===== config.mk =====
export PLATFORM = sky130hd
export DESIGN_NAME = psg_square_noise_synth_unit
export DESIGN_NICKNAME = d
export VERILOG_FILES = /design/src/rtl/core/psg_pkg.sv /design/src/rtl/core/psg_square_noise_synth_unit.sv
export SDC_FILE = /design/constraint.sdc
export NUM_CORES = 2
export LEC_CHECK = 0
export ABC_AREA = 0
export CAP_MARGIN = 20
export CORE_MARGIN = 2
export CORE_UTILIZATION = 65
export DETAILED_ROUTE_END_ITERATION = 10
export DONT_BUFFER_PORTS = 1
export PLACE_DENSITY_LB_ADDON = 0.15
export SKIP_LAST_GASP = 1
export SYNTH_ARGS = -nofsm -noshare
export SYNTH_HDL_FRONTEND = slang
export SYNTH_SLANG_ARGS = --single-unit

===== constraint.sdc =====
create_clock -name clock -period 19.4 [get_ports clock]
set_input_delay 2.91 -clock clock [delete_from_list [all_inputs] [get_ports clock]]
set_output_delay 2.91 -clock clock [all_outputs]
set_load 0.05 [all_outputs]

===== src/rtl/core/psg_pkg.sv =====
`timescale 1ns / 1ps
package psg_pkg;

   // voice count; the noise channel occupies slot VOICES of the recompute walk
   localparam int VOICES = 3;
   localparam int VI_W   = $clog2(VOICES + 1);

   // field widths
   localparam int CMD_W       = 2;
   localparam int REG_IDX_W   = 4;
   localparam int BYTE_W      = 8;
   localparam int CSR_IDX_W   = 2;
   localparam int CSR_DATA_W  = 16;
   localparam int RATE_W      = 16;
   localparam int LEVEL_W     = 4;
   localparam int PERIOD_W    = 12;
   localparam int NPER_W      = 5;
   localparam int STEP_W      = 32;
   localparam int AMP_W       = 7;
   localparam int MIX_W       = 10;
   localparam int PROD_W      = 17;
   localparam int NSHIFT_W    = 17;
   localparam int NCOUNT_W    = 16;
   localparam int NSIGN_W     = 2;

   // commands
   localparam logic [CMD_W-1:0] CMD_WRITE     = 2'd0;
   localparam logic [CMD_W-1:0] CMD_RECOMPUTE = 2'd1;
   localparam logic [CMD_W-1:0] CMD_TICK      = 2'd2;

   // configuration register indexes
   localparam logic [CSR_IDX_W-1:0] CSR_SAMPLE_RATE   = 2'd0;
   localparam logic [CSR_IDX_W-1:0] CSR_MASTER_VOLUME = 2'd1;
   localparam logic [CSR_IDX_W-1:0] CSR_AUDIO_ENABLE  = 2'd2;

   // chip register addresses
   localparam logic [REG_IDX_W-1:0] REG_NOISE_PERIOD = 4'd6;
   localparam logic [REG_IDX_W-1:0] REG_MIXER        = 4'd7;
   localparam logic [REG_IDX_W-1:0] REG_LEVEL_BASE   = 4'd8;

   // noise sign codes
   localparam logic [NSIGN_W-1:0] NSIGN_NONE  = 2'd0;
   localparam logic [NSIGN_W-1:0] NSIGN_PLUS  = 2'd1;
   localparam logic [NSIGN_W-1:0] NSIGN_MINUS = 2'd3;

   // reset values
   localparam logic [RATE_W-1:0]   RATE_RESET     = 16'd22050;
   localparam logic [BYTE_W-1:0]   MVOL_RESET     = 8'd64;
   localparam logic [NSHIFT_W-1:0] NOISE_SEED     = 17'h01234;
   localparam logic [NCOUNT_W-1:0] NOISE_IV_RESET = 16'd100;
   localparam logic [BYTE_W-1:0]   DAC_MID        = 8'd128;

   // divider
   localparam int DIV_NUM_W = 50;
   localparam int DIV_DEN_W = 28;
   localparam int DIV_STEPS = DIV_NUM_W;
   localparam int DIV_CNT_W = $clog2(DIV_STEPS);

   localparam logic [21:0] CHIP_CLOCK  = 22'd3579545;
   localparam logic [13:0] TOP_FREQ    = 14'd10000;
   localparam logic [PERIOD_W-1:0] FAST_PERIOD = 12'd22;

   localparam logic [DIV_NUM_W-1:0] VOICE_NUM = DIV_NUM_W'(CHIP_CLOCK) << 28;
   localparam logic [DIV_NUM_W-1:0] TOP_NUM   = DIV_NUM_W'(TOP_FREQ) << 32;

   // floor(level * 127 / 15)
   function automatic logic [AMP_W-1:0] level_amp(input logic [LEVEL_W-1:0] level);
      logic [AMP_W-1:0] amp;
      unique case (level)
         4'd0:  amp = 7'd0;
         4'd1:  amp = 7'd8;
         4'd2:  amp = 7'd16;
         4'd3:  amp = 7'd25;
         4'd4:  amp = 7'd33;
         4'd5:  amp = 7'd42;
         4'd6:  amp = 7'd50;
         4'd7:  amp = 7'd59;
         4'd8:  amp = 7'd67;
         4'd9:  amp = 7'd76;
         4'd10: amp = 7'd84;
         4'd11: amp = 7'd93;
         4'd12: amp = 7'd101;
         4'd13: amp = 7'd110;
         4'd14: amp = 7'd118;
         4'd15: amp = 7'd127;
      endcase
      return amp;
   endfunction

endpackage


===== src/rtl/core/psg_square_noise_synth_unit.sv =====
`timescale 1ns / 1ps
// Three-voice square wave plus LFSR noise synthesizer, one 8-bit DAC sample per tick.
// Request channel (req_*): cmd 0 writes reg_value into chip register reg_index,
// cmd 1 recomputes the cached voice steps and noise interval, cmd 2 is a sample
// tick. cmd 3 is ignored. Only a tick returns a beat on the response channel (rsp_*).
// Configuration (csr_*): index 0 sample rate, 1 master volume, 2 audio enable;
// write only while the block is idle. csr_ready is high outside reset.
// A register write leaves the block idle. A tick holds req_stall while the voices step
// one after another through the shared phase adder, then the noise, the master volume
// multiply and the sample hand-off; rsp_valid is registered out of the hand-off step.
// With audio disabled a tick skips to the hand-off and answers 128. A recompute walks
// the voices and the noise through one restoring divider at one quotient bit per
// cycle; each live slot is fetched, set up, divided and stored, and a silent slot is
// only fetched and set up.
// Reset (synchronous) restores the reset values of control, configuration and synth state.
// A stalled response holds in the output register; the next request is still
// taken, and a tick that finishes while the output is full waits for it to drain.
module psg_square_noise_synth_unit (
   input  logic                              clock,
   input  logic                              reset,
   input  logic                              req_valid,
   output logic                              req_stall,
   input  logic [psg_pkg::CMD_W-1:0]         req_cmd,
   input  logic [psg_pkg::REG_IDX_W-1:0]     req_reg_index,
   input  logic [psg_pkg::BYTE_W-1:0]        req_reg_value,
   output logic                              rsp_valid,
   input  logic                              rsp_stall,
   output logic [psg_pkg::BYTE_W-1:0]        rsp_dac_sample,
   input  logic                              csr_valid,
   output logic                              csr_ready,
   input  logic [psg_pkg::CSR_IDX_W-1:0]     csr_index,
   input  logic [psg_pkg::CSR_DATA_W-1:0]    csr_data
);

   typedef enum logic [3:0] {
      ST_IDLE,
      ST_FETCH,
      ST_SETUP,
      ST_DIVIDE,
      ST_STORE,
      ST_VOICE,
      ST_NOISE,
      ST_SCALE,
      ST_DONE
   } state_type;

   localparam logic [psg_pkg::VI_W-1:0] NOISE_SLOT = psg_pkg::VI_W'(psg_pkg::VOICES);
   localparam logic [psg_pkg::VI_W-1:0] LAST_VOICE = psg_pkg::VI_W'(psg_pkg::VOICES - 1);
   localparam logic [psg_pkg::DIV_CNT_W-1:0] DIV_LAST =
      psg_pkg::DIV_CNT_W'(psg_pkg::DIV_STEPS - 1);

   // chip register file
   logic [psg_pkg::BYTE_W-1:0]    chip_mem [16];
   logic [15:0]                   chip_vld_ff;
   logic [psg_pkg::REG_IDX_W-1:0] rd_addr;
   logic [psg_pkg::BYTE_W-1:0]    rd_data_ff;
   logic                          rd_vld_ff;
   logic [psg_pkg::BYTE_W-1:0]    rd_data;

   logic req_take;
   logic chip_we;
   logic csr_take;

   state_type state_ff, state_in;
   logic [psg_pkg::VI_W-1:0] vi_ff, vi_in;
   logic [2:0]               fc_ff, fc_in;

   // configuration
   logic [psg_pkg::RATE_W-1:0] rate_ff, rate_in;
   logic [psg_pkg::BYTE_W-1:0] mvol_ff, mvol_in;
   logic                       enable_ff, enable_in;

   // cached voice settings and tone state
   logic [psg_pkg::LEVEL_W-1:0] voice_level_ff [psg_pkg::VOICES];
   logic [psg_pkg::LEVEL_W-1:0] voice_level_in [psg_pkg::VOICES];
   logic [psg_pkg::STEP_W-1:0]  voice_step_ff  [psg_pkg::VOICES];
   logic [psg_pkg::STEP_W-1:0]  voice_step_in  [psg_pkg::VOICES];
   logic [psg_pkg::STEP_W-1:0]  voice_phase_ff [psg_pkg::VOICES];
   logic [psg_pkg::STEP_W-1:0]  voice_phase_in [psg_pkg::VOICES];

   logic [psg_pkg::NSHIFT_W-1:0] noise_shift_ff, noise_shift_in;
   logic [psg_pkg::NCOUNT_W-1:0] noise_count_ff, noise_count_in;
   logic [psg_pkg::NCOUNT_W-1:0] noise_iv_ff, noise_iv_in;
   logic [psg_pkg::NSIGN_W-1:0]  noise_sign_ff, noise_sign_in;
   logic [psg_pkg::LEVEL_W-1:0]  noise_level_ff, noise_level_in;

   // fetched chip bytes for the slot at hand
   logic [psg_pkg::BYTE_W-1:0]  per_lo_ff, per_lo_in;
   logic [3:0]                  per_hi_ff, per_hi_in;
   logic [psg_pkg::LEVEL_W-1:0] lvl_ff, lvl_in;
   logic [psg_pkg::BYTE_W-1:0]  mixer_ff, mixer_in;

   // shared divider
   logic [psg_pkg::DIV_NUM_W-1:0] div_num_ff, div_num_in;
   logic [psg_pkg::DIV_DEN_W-1:0] div_den_ff, div_den_in;
   logic [psg_pkg::DIV_DEN_W-1:0] rem_ff, rem_in;
   logic [psg_pkg::STEP_W-1:0]    quo_ff, quo_in;
   logic [psg_pkg::DIV_CNT_W-1:0] div_cnt_ff, div_cnt_in;

   // tick datapath
   logic signed [psg_pkg::MIX_W-1:0]  mix_ff, mix_in;
   logic signed [psg_pkg::PROD_W-1:0] prod_ff, prod_in;

   logic                       rsp_valid_ff, rsp_valid_in;
   logic [psg_pkg::BYTE_W-1:0] rsp_data_ff, rsp_data_in;

   assign req_stall      = reset || (state_ff != ST_IDLE);
   assign req_take       = req_valid && !req_stall;
   assign chip_we        = req_take && (req_cmd == psg_pkg::CMD_WRITE);
   assign csr_ready      = !reset;
   assign csr_take       = csr_valid && csr_ready;
   assign rsp_valid      = rsp_valid_ff;
   assign rsp_dac_sample = rsp_data_ff;
   assign rd_data        = rd_vld_ff ? rd_data_ff : '0;

   // fetch order per slot: period low, period high, level, mixer
   always_comb begin
      unique case (fc_ff[1:0])
         2'd0: rd_addr = (vi_ff == NOISE_SLOT) ? psg_pkg::REG_NOISE_PERIOD
                                                : psg_pkg::REG_IDX_W'({vi_ff, 1'b0});
         2'd1: rd_addr = (vi_ff == NOISE_SLOT) ? psg_pkg::REG_NOISE_PERIOD
                                                : psg_pkg::REG_IDX_W'({vi_ff, 1'b1});
         2'd2: rd_addr = (vi_ff == NOISE_SLOT) ? psg_pkg::REG_LEVEL_BASE
                                                : psg_pkg::REG_LEVEL_BASE
                                                  + psg_pkg::REG_IDX_W'(vi_ff);
         2'd3: rd_addr = psg_pkg::REG_MIXER;
      endcase
   end

   always_ff @(posedge clock) begin
      if (chip_we) begin
         chip_mem[req_reg_index] <= req_reg_value;
      end
      rd_data_ff <= chip_mem[rd_addr];
   end

   always_comb begin
      logic [psg_pkg::PERIOD_W-1:0]  period;
      logic [psg_pkg::NPER_W-1:0]    nper;
      logic [psg_pkg::PERIOD_W-1:0]  mul_b;
      logic [psg_pkg::DIV_DEN_W-1:0] mul_p;
      logic                          live;
      logic [psg_pkg::DIV_DEN_W:0]   rem_sh;
      logic [psg_pkg::DIV_DEN_W:0]   rem_sub;
      logic                          rem_ge;
      logic [psg_pkg::STEP_W-1:0]    phase_sum;
      logic signed [psg_pkg::MIX_W-1:0] amp;
      logic [psg_pkg::NCOUNT_W-1:0]  cnt_inc;
      logic [psg_pkg::NSIGN_W-1:0]   sign_v;
      logic signed [7:0]             mix_q;
      logic signed [11:0]            dac_val;
      logic [psg_pkg::BYTE_W-1:0]    sample;

      state_in       = state_ff;
      vi_in          = vi_ff;
      fc_in          = fc_ff;
      rate_in        = rate_ff;
      mvol_in        = mvol_ff;
      enable_in      = enable_ff;
      voice_level_in = voice_level_ff;
      voice_step_in  = voice_step_ff;
      voice_phase_in = voice_phase_ff;
      noise_shift_in = noise_shift_ff;
      noise_count_in = noise_count_ff;
      noise_iv_in    = noise_iv_ff;
      noise_sign_in  = noise_sign_ff;
      noise_level_in = noise_level_ff;
      per_lo_in      = per_lo_ff;
      per_hi_in      = per_hi_ff;
      lvl_in         = lvl_ff;
      mixer_in       = mixer_ff;
      div_num_in     = div_num_ff;
      div_den_in     = div_den_ff;
      rem_in         = rem_ff;
      quo_in         = quo_ff;
      div_cnt_in     = div_cnt_ff;
      mix_in         = mix_ff;
      prod_in        = prod_ff;
      rsp_valid_in   = rsp_valid_ff && rsp_stall;
      rsp_data_in    = rsp_data_ff;

      period    = {per_hi_ff, per_lo_ff};
      nper      = per_lo_ff[psg_pkg::NPER_W-1:0];
      mul_b     = (vi_ff == NOISE_SLOT) ? psg_pkg::PERIOD_W'({nper, 4'b0000}) : period;
      mul_p     = rate_ff * mul_b;
      live      = 1'b0;
      rem_sh    = {rem_ff, div_num_ff[psg_pkg::DIV_NUM_W-1]};
      rem_sub   = rem_sh - {1'b0, div_den_ff};
      rem_ge    = rem_sh >= {1'b0, div_den_ff};
      phase_sum = '0;
      amp       = '0;
      cnt_inc   = noise_count_ff + 16'd1;
      sign_v    = noise_sign_ff;
      mix_q     = mix_ff[psg_pkg::MIX_W-1:2];
      dac_val   = {prod_ff[psg_pkg::PROD_W-1], prod_ff[psg_pkg::PROD_W-1:6]} + 12'sd128;
      if (dac_val[11]) begin
         sample = '0;
      end else if (dac_val > 12'sd255) begin
         sample = 8'd255;
      end else begin
         sample = dac_val[7:0];
      end

      if (csr_take) begin
         unique case (csr_index)
            psg_pkg::CSR_SAMPLE_RATE:   rate_in   = csr_data;
            psg_pkg::CSR_MASTER_VOLUME: mvol_in   = csr_data[psg_pkg::BYTE_W-1:0];
            psg_pkg::CSR_AUDIO_ENABLE:  enable_in = csr_data[0];
            default: ;
         endcase
      end

      unique case (state_ff)
         ST_IDLE: begin
            if (req_take) begin
               unique case (req_cmd)
                  psg_pkg::CMD_RECOMPUTE: begin
                     vi_in    = '0;
                     fc_in    = '0;
                     state_in = ST_FETCH;
                  end
                  psg_pkg::CMD_TICK: begin
                     vi_in  = '0;
                     mix_in = '0;
                     if (enable_ff) begin
                        state_in = ST_VOICE;
                     end else begin
                        prod_in  = '0;
                        state_in = ST_DONE;
                     end
                  end
                  default: ;
               endcase
            end
         end

         ST_FETCH: begin
            // read data is registered and arrives the cycle after its address
            fc_in = fc_ff + 3'd1;
            unique case (fc_ff)
               3'd1: per_lo_in = rd_data;
               3'd2: per_hi_in = rd_data[3:0];
               3'd3: lvl_in    = rd_data[psg_pkg::LEVEL_W-1:0];
               3'd4: begin
                  mixer_in = rd_data;
                  fc_in    = '0;
                  state_in = ST_SETUP;
               end
               default: ;
            endcase
         end

         ST_SETUP: begin
            rem_in     = '0;
            quo_in     = '0;
            div_cnt_in = '0;
            if (vi_ff == NOISE_SLOT) begin
               live = (mixer_ff[5:3] != 3'b111) && (nper != '0);
               if (live) begin
                  noise_level_in = lvl_ff;
                  if (psg_pkg::PERIOD_W'(nper) > psg_pkg::FAST_PERIOD) begin
                     div_num_in = psg_pkg::DIV_NUM_W'(mul_p);
                     div_den_in = psg_pkg::DIV_DEN_W'(psg_pkg::CHIP_CLOCK);
                  end else begin
                     div_num_in = psg_pkg::DIV_NUM_W'(rate_ff);
                     div_den_in = psg_pkg::DIV_DEN_W'(psg_pkg::TOP_FREQ);
                  end
                  state_in = ST_DIVIDE;
               end else begin
                  noise_level_in = '0;
                  state_in       = ST_IDLE;
               end
            end else begin
               live = !mixer_ff[3'(vi_ff)] && (period != '0) && (lvl_ff != '0);
               if (!live) begin
                  voice_level_in[vi_ff] = '0;
                  voice_step_in[vi_ff]  = '0;
                  vi_in                 = vi_ff + 1'b1;
                  state_in              = ST_FETCH;
               end else begin
                  voice_level_in[vi_ff] = lvl_ff;
                  if (rate_ff == '0) begin
                     voice_step_in[vi_ff] = '0;
                     vi_in                = vi_ff + 1'b1;
                     state_in             = ST_FETCH;
                  end else begin
                     if (period > psg_pkg::FAST_PERIOD) begin
                        div_num_in = psg_pkg::VOICE_NUM;
                        div_den_in = mul_p;
                     end else begin
                        div_num_in = psg_pkg::TOP_NUM;
                        div_den_in = psg_pkg::DIV_DEN_W'(rate_ff);
                     end
                     state_in = ST_DIVIDE;
                  end
               end
            end
         end

         ST_DIVIDE: begin
            // restoring division, one quotient bit per cycle; only the low 32 bits stay
            rem_in     = rem_ge ? rem_sub[psg_pkg::DIV_DEN_W-1:0]
                                : rem_sh[psg_pkg::DIV_DEN_W-1:0];
            quo_in     = {quo_ff[psg_pkg::STEP_W-2:0], rem_ge};
            div_num_in = div_num_ff << 1;
            div_cnt_in = div_cnt_ff + 1'b1;
            if (div_cnt_ff == DIV_LAST) begin
               state_in = ST_STORE;
            end
         end

         ST_STORE: begin
            if (vi_ff == NOISE_SLOT) begin
               noise_iv_in = (quo_ff == '0) ? psg_pkg::NCOUNT_W'(1)
                                            : quo_ff[psg_pkg::NCOUNT_W-1:0];
               state_in    = ST_IDLE;
            end else begin
               voice_step_in[vi_ff] = quo_ff;
               vi_in                = vi_ff + 1'b1;
               state_in             = ST_FETCH;
            end
         end

         ST_VOICE: begin
            if ((voice_step_ff[vi_ff] != '0) && (voice_level_ff[vi_ff] != '0)) begin
               phase_sum             = voice_phase_ff[vi_ff] + voice_step_ff[vi_ff];
               voice_phase_in[vi_ff] = phase_sum;
               amp = $signed({3'b000, psg_pkg::level_amp(voice_level_ff[vi_ff])});
               mix_in = phase_sum[psg_pkg::STEP_W-1] ? (mix_ff + amp) : (mix_ff - amp);
            end
            if (vi_ff == LAST_VOICE) begin
               state_in = ST_NOISE;
            end else begin
               vi_in = vi_ff + 1'b1;
            end
         end

         ST_NOISE: begin
            if ((noise_level_ff != '0) && (noise_iv_ff != '0)) begin
               amp = $signed({3'b000, psg_pkg::level_amp(noise_level_ff)});
               if (cnt_inc >= noise_iv_ff) begin
                  noise_count_in = '0;
                  noise_shift_in = {noise_shift_ff[0] ^ noise_shift_ff[3],
                                    noise_shift_ff[psg_pkg::NSHIFT_W-1:1]};
                  sign_v = noise_shift_ff[1] ? psg_pkg::NSIGN_PLUS : psg_pkg::NSIGN_MINUS;
               end else begin
                  noise_count_in = cnt_inc;
               end
               noise_sign_in = sign_v;
               if (sign_v == psg_pkg::NSIGN_PLUS) begin
                  mix_in = mix_ff + amp;
               end else if (sign_v == psg_pkg::NSIGN_MINUS) begin
                  mix_in = mix_ff - amp;
               end
            end
            state_in = ST_SCALE;
         end

         ST_SCALE: begin
            prod_in  = mix_q * $signed({1'b0, mvol_ff});
            state_in = ST_DONE;
         end

         ST_DONE: begin
            if (!rsp_valid_ff || !rsp_stall) begin
               rsp_valid_in = 1'b1;
               rsp_data_in  = sample;
               state_in     = ST_IDLE;
            end
         end

         default: state_in = ST_IDLE;
      endcase
   end

   always_ff @(posedge clock) begin
      per_lo_ff  <= per_lo_in;
      per_hi_ff  <= per_hi_in;
      lvl_ff     <= lvl_in;
      mixer_ff   <= mixer_in;
      div_num_ff <= div_num_in;
      div_den_ff <= div_den_in;
      rem_ff     <= rem_in;
      quo_ff     <= quo_in;
      div_cnt_ff <= div_cnt_in;
      mix_ff     <= mix_in;
      prod_ff    <= prod_in;
      rsp_data_ff <= rsp_data_in;
      if (reset) begin
         state_ff       <= ST_IDLE;
         vi_ff          <= '0;
         fc_ff          <= '0;
         rate_ff        <= psg_pkg::RATE_RESET;
         mvol_ff        <= psg_pkg::MVOL_RESET;
         enable_ff      <= 1'b0;
         voice_level_ff <= '{default: '0};
         voice_step_ff  <= '{default: '0};
         voice_phase_ff <= '{default: '0};
         noise_shift_ff <= psg_pkg::NOISE_SEED;
         noise_count_ff <= '0;
         noise_iv_ff    <= psg_pkg::NOISE_IV_RESET;
         noise_sign_ff  <= psg_pkg::NSIGN_NONE;
         noise_level_ff <= '0;
         rsp_valid_ff   <= 1'b0;
         chip_vld_ff    <= '0;
         rd_vld_ff      <= 1'b0;
      end else begin
         state_ff       <= state_in;
         vi_ff          <= vi_in;
         fc_ff          <= fc_in;
         rate_ff        <= rate_in;
         mvol_ff        <= mvol_in;
         enable_ff      <= enable_in;
         voice_level_ff <= voice_level_in;
         voice_step_ff  <= voice_step_in;
         voice_phase_ff <= voice_phase_in;
         noise_shift_ff <= noise_shift_in;
         noise_count_ff <= noise_count_in;
         noise_iv_ff    <= noise_iv_in;
         noise_sign_ff  <= noise_sign_in;
         noise_level_ff <= noise_level_in;
         rsp_valid_ff   <= rsp_valid_in;
         if (chip_we) begin
            chip_vld_ff[req_reg_index] <= 1'b1;
         end
         rd_vld_ff      <= chip_vld_ff[rd_addr];
      end
   end

endmodule


* Word-level counts from Yosys, hierarchy flattened
Memory sizes are Yosys's and may differ from the RTL's. A register that Yosys moved wholly into a read port is not among the register bits. Index checks and enable logic that the tools add are counted.
Word-level totals: bits in registers 512, bits in writable memories 128, ROM bits 224, bits of input ports 37, output and inout port bits 11, logic and storage cells 286, memories 3
Memories:
- chip_mem | words 16, width 8, rd ports 1, clocked after memory_dff 1, write ports 1, line psg_square_noise_synth_unit.sv:53 | logic [psg_pkg::BYTE_W-1:0] chip_mem [16];
- (name not given) | words 16, width 7, rd ports 1, clocked after memory_dff 0, write ports 0, line psg_pkg.sv:69 | unique case (level)
- (name not given) | words 16, width 7, rd ports 1, clocked after memory_dff 1, write ports 0, line psg_pkg.sv:69
Cells by class: add/subtract/negate cells 12, multipliers 2, $lt $le $gt $ge 11, equality and inequality tests 47, muxes and demuxes 106, bitwise logic cells 8, reduce and logical (&&, ||, !) cells 62
Operators with widths (number):
- $mux 96 | 4
- $mux 50 | 5
- $mux 28 | 7
- $bwmux 96 | 2
- $pmux 96 s2 | 1
- $mux 32 | 5
- $bmux 32 s2 | 2
- $pmux 50 s2 | 1
- $and 96x96->96 | 1
- $not 96->96 | 1
- $mux 10 | 7
- $demux 32 s2 | 1
- $pmux 32 s2 | 1
- $mux 4 | 14
- $pmux 28 s2 | 1
- $mux 17 | 3
- $pmux 4 s9 | 1
- $pmux 17 s2 | 1
- $add 32x32->32 | 1
- $logic_not 32->1 | 1
- $mux 16 | 2
- $reduce_bool 32->1 | 1
- $pmux 10 s3 | 1
- $ge 29x28->1 | 1
- other kinds (76) | 183

* Logic depth before layout (Yosys ltp)
depth in word-level cells 12, depth in mapped cells 28, depth with buffers taken out 27

* Least setup slack after synthesis
No wires, ideal clock.
path type input-to-output, from input reset, to output req_stall, arrival time 4.338 ns, setup slack 12.152 ns, stages 4, path buffers 2, path through clkbuf_1 > inv_1 > clkbuf_1 > nand2_1
On the way: cells in the longest elaborated chain, start to end 1
Ends and longest elaborated chain:
- from (decl) | line psg_square_noise_synth_unit.sv:20 | input logic reset,
- $logic_or 1x1->1 | line psg_square_noise_synth_unit.sv:107 | assign req_stall = reset || (state_ff != ST_IDLE);
- to (decl) | line psg_square_noise_synth_unit.sv:22 | output logic req_stall,
No other way between the ends.

* Final worst setup path
Same ends and word-level chain as after synthesis.

==> metrics.cfg <==
[drt]
routed_wl_um = 93000
viasPerCell = 6.06
drc_errors = 0
detail-route-antenna-nets = 0
firstDrtPassIters = 6
routed-via-count = 29000
dr.first_iter.drc_count = 2811
wl_per_cell_um = 19.4

[pwr]
p_leak_nw = 17.4
peakVddDrop_mv = 0.112
p_per_area_nw_per_um2 = 71.8

[yosys]
syn_nets = 4471
yosysUniqueCellTypes = 85
synth-edff-count = 323
synth_top_area_frac = 0.246
synth_cells = 4038
synth.mux.area_fraction = 0.0766
synth_compound_area_frac = 0.108
synth-seq-area-share = 0.412
synth.area.top_cells = edfxtp_1 (25%), dfxtp_1 (17%), fa_1 (9.1%)
synth_top_family_by_area = simple AND/OR/NAND/NOR gates
yosysMostFrequentCell = nand2_1
ys_async_sr_fraction = 0
synthFlopType = dfxtp_1
synthSimpleGateAreaFrac = 0.166
avgSynthCellArea_um2 = 9.75
yosysWarnings = 0
synth_xor_area_frac = 0.0247
synth_common_cells = nand2_1 (551), nor2_1 (347), dfxtp_1 (326)
synth-adder-area-share = 0.160
yosys.area.top_type = edfxtp_1
synth_area_um2 = 39400
ys_ff_latch = 649

[cells_and_area]
drive_gt1_frac = 0.0666
fin_nets = 4382
synthToLayoutAreaGrowth_pct = 7.48
diodes = 0
nFillCells = 4586

[floorplanning]
design.core.area_um2 = 60100
ios = 48
fp-row-count = 90
die_area_um2 = 62600
die_y_um = 250
die_x_um = 250
start_util = 0.655

[setup_path]
crit_chain = inv_2 > nand2_1
rr_startpoint = vi_ff[1]
critPathTopFamily = buffers and inverters
worst-path-buf-inv = 1
path_max_fanout = 297
worstSetupEndpointType = primary output
crit_path_start_kind = input pin
crit_type = in2out
max_stage_delay_ps = 960
reg2reg_setup_slack_ps = 12220
cp.required_ps = 16490
slowest_stage = inv_2
worst-r2r-cell-count = 22
critPathArrivalTime_ps = 4770
reg2reg_to = mix_ff[9]

[sta]
finalSetupTns_ps = 0
relSlewSlack = 0.278
rsz0062_at_grt = no
slew_viol_final = 0
fin_crit_ps = 7680
finalHoldViolations = 0
fmax_ghz = 0.130
setup_violations = 0
fin_crit_sh = 0.396
whs_ps = 452
fin_skew_ps = 23.5
tightest_slew_ps = 1080

[placed_design]
portBuffers = 0
dp_hpwl_um = 62400
place_congestion = 0.901

[min_path]
worstHoldPathCells = 2
hold_path_end = voice_step_ff[64]
hp-start = voice_step_ff[64]
hold_class = reg2reg

[clocking]
tritoncts = done
cts_sinks = 649
numCtsBuffers = 71
postCtsResizedCells = 0
clock_latency_ps = 630
cts.clk_slew.worst_paths_ps = 60
clockBufferDepth = 3
root_buffer = clkbuf_16
cts_hold_buf = 0
cts_max_level = 3
post-cts-setup-buffers = 0

[run_status]
status = complete, no violations

[global_route]
grt_pass1_vias = 28400
grt_max_degree = 298
grtUsageTotal = 0.299
grt_overflow = 0
antenna_found_initial = 1
grt_pass1_wl_um = 151000

[job]
drv_cap = 0

[cells in the final DEF (no fill, tap or decap), types with 18 or more instances in the layout]
master and n:
a211oi_1 21, a21o_1 44, a21oi_1 272, a22oi_1 20, and2_1 115, and3_1 64
buf_4 44, clkbuf_16 73, dfxtp_1 324, edfxtp_1 323, fa_1 178, ha_1 217
inv_1 314, mux2i_1 190, mux4_2 46, nand2_1 551, nand2b_1 22, nand3_1 152
nor2_1 342, nor2b_1 22, nor3_1 29, nor4_1 33, o211ai_1 18, o21a_1 43
o21ai_0 155, xnor2_1 70, xor2_1 39
[registers in the layout, summed over array words and instances, names as in the netlist, 10 cells and up, named ones only]
register / cells
voice_phase_ff: 96
chip_vld_ff: 16
noise_count_ff: 16
div_den_ff: 28
quo_ff: 32
rem_ff: 28
prod_ff: 11
div_num_ff: 50
noise_shift_ff: 17
rate_ff: 16
voice_level_ff: 12
voice_step_ff: 96
mix_ff: 10
chip_mem: 128
noise_iv_ff: 16
[worst max-delay path by stage]
stage | start | end | slack (ps) | cells after the start
after global routing | noise_count_ff[0] | mix_ff[9] | 11650 | 28
after global placement | reset | req_stall | 12110 | 2
after detailed placement | reset | req_stall | 12110 | 2
after floorplan | reset | req_stall | 12150 | 4
after CTS | reset | req_stall | 12110 | 2
final | reset | req_stall | 11720 | 2
[cell type report]
cell class | instances | area (um2) | share of cell area
tap | 782 | 978 | 0.0231
clock buffer | 101 | 2040 | 0.0483
timing repair buffer | 44 | 330 | 0.00781
multi-input combinational | 2868 | 21200 | 0.500
clock inverter | 30 | 394 | 0.00931
inverter | 315 | 1180 | 0.0279
sequential | 649 | 16200 | 0.384
[cell families after synthesis]
kind of cell | count (synthesis)
muxes | 243
xor gates and xnor gates | 110
buffers and inverters | 521
DFF | 649
adders and majority gates | 396
AOI/OAI and AO/OA | 689
and+or+nand+nor | 1430
[report_power, final]
group	total, W	switching (W)	internal, W
Sequential	0.00148	0.0000246	0.00145
Combinational	0.000166	0.000107	0.0000594
Clock	0.00140	0.000560	0.000835
[routing by layer]
| metal | up-vias | wire, um | track usage |
|---|---|---|---|
| li1 | 13800 | - | - |
| met2 | 1008 | 43800 | 0.487 |
| met3 | 197 | 6320 | 0.0449 |
| met4 | 2 | 2740 | 0.105 |
| met1 | 14100 | 40100 | 0.411 |
| met5 | - | 19 | 0 |
[through the flow]
step / utilization / cell area [um2] / instances / power, W / setup WS [ps]
CTS: 0.703 / 42200 / 4780 / 0.00306 / 12110
detailed placement: 0.662 / 39800 / 4649 / 0.00167 / 12110
global placement: 0.662 / 39800 / 4649 / 0.00167 / 12110
finish: 0.704 / 42300 / 4789 / 0.00304 / 11720
floorplan: - / 39400 / 4038 / 0.00163 / 12150
global route: 0.704 / 42300 / 4789 / 0.00313 / 11650
(Power assumes the default switching activity.)
